--- config.mk ---
export PLATFORM = sky130hd
export DESIGN_NAME = edge_table_neighbor_search
export DESIGN_NICKNAME = d
export VERILOG_FILES = /design/src/rtl/core/etns_pkg.sv /design/src/rtl/core/edge_table_neighbor_search.sv
export SDC_FILE = /design/constraint.sdc
export NUM_CORES = 2
export LEC_CHECK = 0
export BUFFER_PORTS_ARGS = -buffer_cell sky130_fd_sc_hd__buf_2
export CAP_MARGIN = 25
export CORE_UTILIZATION = 25
export DETAILED_ROUTE_END_ITERATION = 10
export GPL_TIMING_DRIVEN = 0
export HOLD_SLACK_MARGIN = 0.05
export PLACE_DENSITY = 0.48
export SYNTH_ARGS = -nofsm -noshare
export SYNTH_HDL_FRONTEND = slang
export SYNTH_SLANG_ARGS = --single-unit
--- constraint.sdc ---
create_clock -name clock -period 5.62 [get_ports clock]
set_input_delay 0.281 -clock clock [delete_from_list [all_inputs] [get_ports clock]]
set_output_delay 0.281 -clock clock [all_outputs]
set_load 0.01 [all_outputs]
--- src/rtl/core/etns_pkg.sv ---
package etns_pkg;

   localparam int NODE_WIDTH_DEFAULT  = 16;
   localparam int TABLE_DEPTH_DEFAULT = 32;
   localparam int MAX_RESULTS         = 32;
   localparam int ROOT_NODE           = 1;

   localparam logic MODE_LOAD  = 1'b0;
   localparam logic MODE_QUERY = 1'b1;

   typedef enum logic [1:0] {
      ST_IDLE,
      ST_SCAN,
      ST_CLOSE
   } state_type;

endpackage

--- src/rtl/core/edge_table_neighbor_search.sv ---
// Load: writes one entry, no result. Query: accepted, then one entry scanned per cycle
// (table memory read, one port), then a close state in which the next transfer may be
// accepted. A match is held until the next match or the close and leaves the cycle
// after; the final result, with rsp_last set, is registered from the close state.
// Synchronous active-high reset clears control and entries_in_use; table undefined.
module edge_table_neighbor_search
   import etns_pkg::*;
#(
   parameter int NODE_WIDTH  = NODE_WIDTH_DEFAULT,
   parameter int TABLE_DEPTH = TABLE_DEPTH_DEFAULT
) (
   input  logic        clock,
   input  logic        reset,
   input  logic        start,
   output logic        busy,
   input  logic        req_mode,
   input  logic [4:0]  req_entry_index,
   input  logic [15:0] req_entry_source,
   input  logic [15:0] req_entry_dest,
   input  logic [1:0]  req_entry_relation,
   input  logic [15:0] req_query_node,
   input  logic [1:0]  req_query_relation,
   input  logic        req_search_parent,
   output logic        rsp_strobe,
   output logic [15:0] rsp_found_node,
   output logic        rsp_match_valid,
   output logic        rsp_last,
   input  logic        csr_we,
   input  logic [5:0]  csr_wdata
);

   localparam int IW = (TABLE_DEPTH > 1) ? $clog2(TABLE_DEPTH) : 1;
   localparam int EW = 2 * NODE_WIDTH + 2;
   localparam int CW = $clog2(MAX_RESULTS + 1);

   // entry layout: {source, dest, relation}
   logic [EW-1:0] edge_table_mem [TABLE_DEPTH];
   logic [EW-1:0] rd_data_ff;
   logic [IW-1:0] rd_addr;

   state_type state_ff, state_in;
   logic [5:0]            entries_in_use_ff;
   logic [IW-1:0]         idx_ff, idx_in, last_idx_ff, last_idx_in;
   logic [CW-1:0]         cnt_ff, cnt_in;
   logic [NODE_WIDTH-1:0] q_node_ff, q_node_in;
   logic [1:0]            q_rel_ff, q_rel_in;
   logic                  q_parent_ff, q_parent_in;
   logic [NODE_WIDTH-1:0] pend_node_ff, pend_node_in;
   logic                  pend_valid_ff, pend_valid_in;

   logic                  out_strobe_ff, out_strobe_in;
   logic [15:0]           out_node_ff, out_node_in;
   logic                  out_match_ff, out_match_in;
   logic                  out_last_ff, out_last_in;

   logic                  accept, load_wr;
   logic [NODE_WIDTH+15:0] src_ext, dst_ext, qn_ext, pend_ext;
   logic [NODE_WIDTH-1:0] e_src, e_dst, e_key, e_other, qn_w;
   logic [1:0]            e_rel;
   logic                  hit;
   logic [6:0]            scan_sat;

   assign busy   = (state_ff == ST_SCAN);
   assign accept = start && !busy;

   assign src_ext = {{NODE_WIDTH{1'b0}}, req_entry_source};
   assign dst_ext = {{NODE_WIDTH{1'b0}}, req_entry_dest};
   assign qn_ext  = {{NODE_WIDTH{1'b0}}, req_query_node};
   assign qn_w    = qn_ext[NODE_WIDTH-1:0];

   assign load_wr = accept && (req_mode == MODE_LOAD)
                    && (7'(req_entry_index) < 7'(TABLE_DEPTH));

   assign scan_sat = ({1'b0, entries_in_use_ff} > 7'(TABLE_DEPTH)) ?
                     7'(TABLE_DEPTH) : {1'b0, entries_in_use_ff};

   assign rd_addr = (state_ff == ST_SCAN) ? IW'(idx_ff + 1'b1) : '0;

   assign e_src   = rd_data_ff[EW-1 -: NODE_WIDTH];
   assign e_dst   = rd_data_ff[NODE_WIDTH+1 -: NODE_WIDTH];
   assign e_rel   = rd_data_ff[1:0];
   assign e_key   = q_parent_ff ? e_dst : e_src;
   assign e_other = q_parent_ff ? e_src : e_dst;
   assign hit     = (e_key == q_node_ff) && (e_rel == q_rel_ff);

   assign pend_ext = {16'b0, pend_node_ff};

   always_ff @(posedge clock) begin
      if (load_wr) begin
         edge_table_mem[IW'(req_entry_index)] <= {src_ext[NODE_WIDTH-1:0],
                                                 dst_ext[NODE_WIDTH-1:0],
                                                 req_entry_relation};
      end
      rd_data_ff <= edge_table_mem[rd_addr];
   end

   always_comb begin
      state_in      = state_ff;
      idx_in        = idx_ff;
      last_idx_in   = last_idx_ff;
      cnt_in        = cnt_ff;
      q_node_in     = q_node_ff;
      q_rel_in      = q_rel_ff;
      q_parent_in   = q_parent_ff;
      pend_node_in  = pend_node_ff;
      pend_valid_in = pend_valid_ff;
      out_strobe_in = 1'b0;
      out_node_in   = out_node_ff;
      out_match_in  = out_match_ff;
      out_last_in   = out_last_ff;

      case (state_ff)
         ST_IDLE: begin
         end
         ST_SCAN: begin
            idx_in = IW'(idx_ff + 1'b1);
            if (hit) begin
               if (pend_valid_ff) begin
                  out_strobe_in = 1'b1;
                  out_node_in   = pend_ext[15:0];
                  out_match_in  = 1'b1;
                  out_last_in   = 1'b0;
               end
               pend_node_in  = e_other;
               pend_valid_in = 1'b1;
               cnt_in        = CW'(cnt_ff + 1'b1);
            end
            // stop at the end of the used range or once the result cap is hit
            if (idx_ff == last_idx_ff
                || (hit && (cnt_ff == CW'(MAX_RESULTS - 1)))) begin
               state_in = ST_CLOSE;
            end
         end
         ST_CLOSE: begin
            out_strobe_in = 1'b1;
            out_node_in   = pend_valid_ff ? pend_ext[15:0] : 16'b0;
            out_match_in  = pend_valid_ff;
            out_last_in   = 1'b1;
            state_in      = ST_IDLE;
         end
         default: begin
            state_in = ST_IDLE;
         end
      endcase

      // a new transfer may overlap the closing cycle
      if (accept && (req_mode == MODE_QUERY)) begin
         q_node_in     = qn_w;
         q_rel_in      = req_query_relation;
         q_parent_in   = req_search_parent;
         idx_in        = '0;
         last_idx_in   = IW'(scan_sat - 7'd1);
         cnt_in        = '0;
         pend_valid_in = 1'b0;
         if ((req_search_parent && (qn_w == NODE_WIDTH'(ROOT_NODE)))
             || (scan_sat == 7'd0)) begin
            state_in = ST_CLOSE;
         end else begin
            state_in = ST_SCAN;
         end
      end
   end

   always_ff @(posedge clock) begin
      if (reset) begin
         state_ff          <= ST_IDLE;
         entries_in_use_ff <= '0;
         out_strobe_ff     <= 1'b0;
         pend_valid_ff     <= 1'b0;
      end else begin
         state_ff      <= state_in;
         out_strobe_ff <= out_strobe_in;
         pend_valid_ff <= pend_valid_in;
         if (csr_we) begin
            entries_in_use_ff <= csr_wdata;
         end
      end
   end

   always_ff @(posedge clock) begin
      idx_ff       <= idx_in;
      last_idx_ff  <= last_idx_in;
      cnt_ff       <= cnt_in;
      q_node_ff    <= q_node_in;
      q_rel_ff     <= q_rel_in;
      q_parent_ff  <= q_parent_in;
      pend_node_ff <= pend_node_in;
      out_node_ff  <= out_node_in;
      out_match_ff <= out_match_in;
      out_last_ff  <= out_last_in;
   end

   assign rsp_strobe      = out_strobe_ff;
   assign rsp_found_node  = out_node_ff;
   assign rsp_match_valid = out_match_ff;
   assign rsp_last        = out_last_ff;

endmodule
==> impl_metrics.tcl <==
set metrics [dict create \
    num_vias 25036 \
    critical_path.cell_chain "inv_1 > ha_1 > nand2_1 > buf_4 > buf_2 > buf_2 > clkbuf_1 > o221ai_1 > a31oi_1 > o21ai_0 > a22oi_1" \
    routed_via_density 4.869 \
    synthesis.area_per_instance_um2 19.31 \
    ant_nets 0 \
    rsz0062_at_grt "no" \
    fin_crit_ps 5022 \
    final_cycle_utilization_of_the_critical_path_pct 89.36 \
    syn-cell-area_mm2 0.04527 \
    cts-hold-fix-buffers 49 \
    number_of_buffer_cells_added_on_primary_ports 86 \
    critical_path.slowest_cell "sky130_fd_sc_hd__a22oi_1" \
    cts.reportedPaths.clkPinSlew_ps 60 \
    tightestPinTransition_ps 1099 \
    ios 89 \
    p_sw_share_pct 23.35 \
    grt_first_pass_wirelength_um 188500 \
    cts.htree.levels 4 \
    start_util_pct 25.26 \
    number_of_stages_on_the_worst_hold_path 1 \
    grt_overflow_total 0 \
    p_per_area_mw_per_mm2 359.7 \
    drt-total-wl_um 133100 \
    grt_max_degree 33 \
    timing.critical_path.from_type "flip-flop" \
    num-nets-final 2760 \
    fmax_mhz 199.1 \
    antenna_found_initial 17 \
    drtIter0Drc 2604 \
    synthesis.nets 2421 \
    seq_power_share_pct 50.7 \
    yosys_register_bits 1201 \
    vdd_drop_max_uv 222.3 \
    resized_after_cts 0 \
    dieWidth_um 427.5 \
    gpl.final_weighted_congestion 0.7920 \
    count_of_max_cap_constraint_violations 0 \
    drive_gt1_share_pct 19.76 \
    coreArea_mm2 0.1792 \
    num_rows 155 \
    mostFrequentLayoutCell "sky130_fd_sc_hd__edfxtp_1" \
    cts_num_sinks 1201 \
    yosysWarnings 0 \
    post_cts_buffers 0 \
    synth_largest_type_area_fraction_pct 76.01 \
    via_count_of_the_first_global_routing_pass 24810 \
    die_area_mm2 0.1828 \
    most_used_cells_in_the_layout_excluding_fill_and_tap_cells "sky130_fd_sc_hd__edfxtp_1, sky130_fd_sc_hd__o221ai_1, sky130_fd_sc_hd__clkbuf_1, sky130_fd_sc_hd__buf_2, sky130_fd_sc_hd__clkbuf_16" \
    final-instance-count-excl-fill 5142 \
    holdCritPathClass "in2reg" \
    slew_limit_fails 0 \
    crit_path_max_incr_delay_ps 880 \
    clock_insertion_delay_worst_skew_ps 770 \
    fraction_of_the_yosys_area_taken_by_sequential_cells_pct 78.45 \
    power.leakage_nw 16.63 \
    synth-edff-count 1146 \
    critPathArrivalTime_ps 5580 \
    place_inst 4852 \
    rr_worst_depth 11 \
    worst_setup_path_class "reg2reg" \
    wp_data_required_ps 6180 \
    synthArstFlopShare_pct 0 \
    synth.lib_cells_used.distinct 52 \
    p_comb_share_pct 7.0 \
    outcome "completed" \
    dp_hpwl_um 89320 \
    power.share.clock_pct 42.3 \
    cts_tree "built" \
    detail_route.wl_per_cell_um 25.89 \
    power.internal_mw 15.07 \
    slew-limit-headroom_pct 26.77 \
    drc 0 \
    grt_usage_pct 14.41 \
    critical_path_peak_fanout 10 \
    cts.path.max_buffers 3 \
    synth.area.top_cells "sky130_fd_sc_hd__edfxtp_1, sky130_fd_sc_hd__mux4_2, sky130_fd_sc_hd__o221ai_1" \
    timing_hold_violations_final 0 \
    setup_violations 0 \
    finalSetupTns_ps 0 \
    detail_route.first_pass.iterations 5 \
    cts_inserted_buffers 133 \
    net-switching-power_mw 4.590 \
    ys_dominant_reg_cell "sky130_fd_sc_hd__edfxtp_1" \
    critical-path-top-cell-by-count "sky130_fd_sc_hd__buf_2" \
    cell_at_the_root_of_the_clock_tree "sky130_fd_sc_hd__clkbuf_16" \
    die_height_um 427.5 \
    syn-instance-count 2345 \
    timing.critical_path.to_type "flip-flop" \
    clock_skew_ps 33.20 \
    synth_top_area_cell "sky130_fd_sc_hd__edfxtp_1" \
    areaGrowthSynthToFinish_pct 20.71 \
    worst_hold_slack_ps 94.74 \
]
[per-layer routing]
layer | wire [µm] | track usage [%]
met1 | 58680 | 19.93
met2 | 63200 | 23.02
met3 | 7655 | 2.443
met4 | 3505 | 4.514
met5 | 101 | 0
[sequential cells by signal (all words and copies together), names as in the netlist, 2 cells and up]
signal,count
rd_data_ff,34
idx_ff,5
rsp_found_node,16
edge_table_mem,1088
state_ff,2
q_node_ff,16
cnt_ff,6
entries_in_use_ff,6
pend_node_ff,16
q_rel_ff,2
last_idx_ff,5
[final cells by class]
type,count,area (µm²)
inverters,11,41.29
repair buffers,204,2031
diodes,4,10.01
well taps,2355,2947
clock buffers,174,3587
multi-input cells,957,9258
fillers,17525,124500
flip-flops and latches,1201,35510
clock inverters,60,529.3
plain buffers,176,732.0
[stage by stage]
step / worst slack (ps) / power, mW / utilization, % / instance area, µm²
3_3_place_gp: -116.2 / 11.47 / 27.15 / 48650
3_5_place_dp: 619.6 / 11.50 / 27.89 / 49990
2_1_floorplan: 2268 / 10.85 / - / 45270
4_1_cts: 588.6 / 19.84 / 30.47 / 54590
5_1_grt: 499.7 / 20.27 / 30.49 / 54640
6_report: 598.0 / 19.66 / 30.50 / 54650
[power by group through the flow]
stage               Combinational (mW)  Sequential, mW  Clock [mW]
detailed placement                1.34            10.2           0
floorplan                        0.699            10.2           0
finish                            1.37            9.97        8.32
global placement                  1.31            10.2           0
global route                      1.47            9.97        8.83
CTS                               1.38            9.97        8.49
[worst max-delay path: cells and delay by family, from the launching register on]
family | cells | cell delay, ps
fa+ha+maj | 1 | 320
compound gates | 4 | 1640
flops | 1 | 340
buf+inv | 5 | 2190
simple gates | 1 | 310
[cells in the mapped netlist (all sizes together), types with 2 or more instances]
cell type  count
dfxtp         55
o31ai          6
nand2         18
or3            2
o211a          2
xnor2         17
buf           61
nor2          48
a211oi        35
nand4          4
edfxtp      1146
a21oi        111
mux2i         22
and2          21
o21a           4
a31oi         36
nor3           7
ha             7
nor4b          3
a2111oi       34
nand3         42
nor4           5
o221ai       272
mux4         136
nand3b         4
inv           10
xor2           9
clkbuf       115
o21ai         35
or4            4
or3b           2
nand2b         8
a22oi         35
mux2          16
[kinds of logic after synthesis]
group                    share of synthesized area [%]
flip-flops                                       78.45
buffers and inverters                            1.708
multiplexers                                     7.650
adder cells (fa/ha/maj)                         0.1935
AND/OR/NAND/NOR                                  1.987
AO/OA/AOI/OAI                                    9.513
XOR/XNOR                                        0.5030
[final timing paths]
check	startpoint	to	slack, ps
worst min register to register	cnt_ff[5]	cnt_ff[5]	480
worst max-delay path	state_ff[1]	rd_data_ff[26]	600
worst min-delay path	req_entry_dest[14]	edge_table_mem[21][16]	90
worst max register to register	state_ff[1]	rd_data_ff[26]	600
Note: power is estimated with default switching activity, not from simulation.
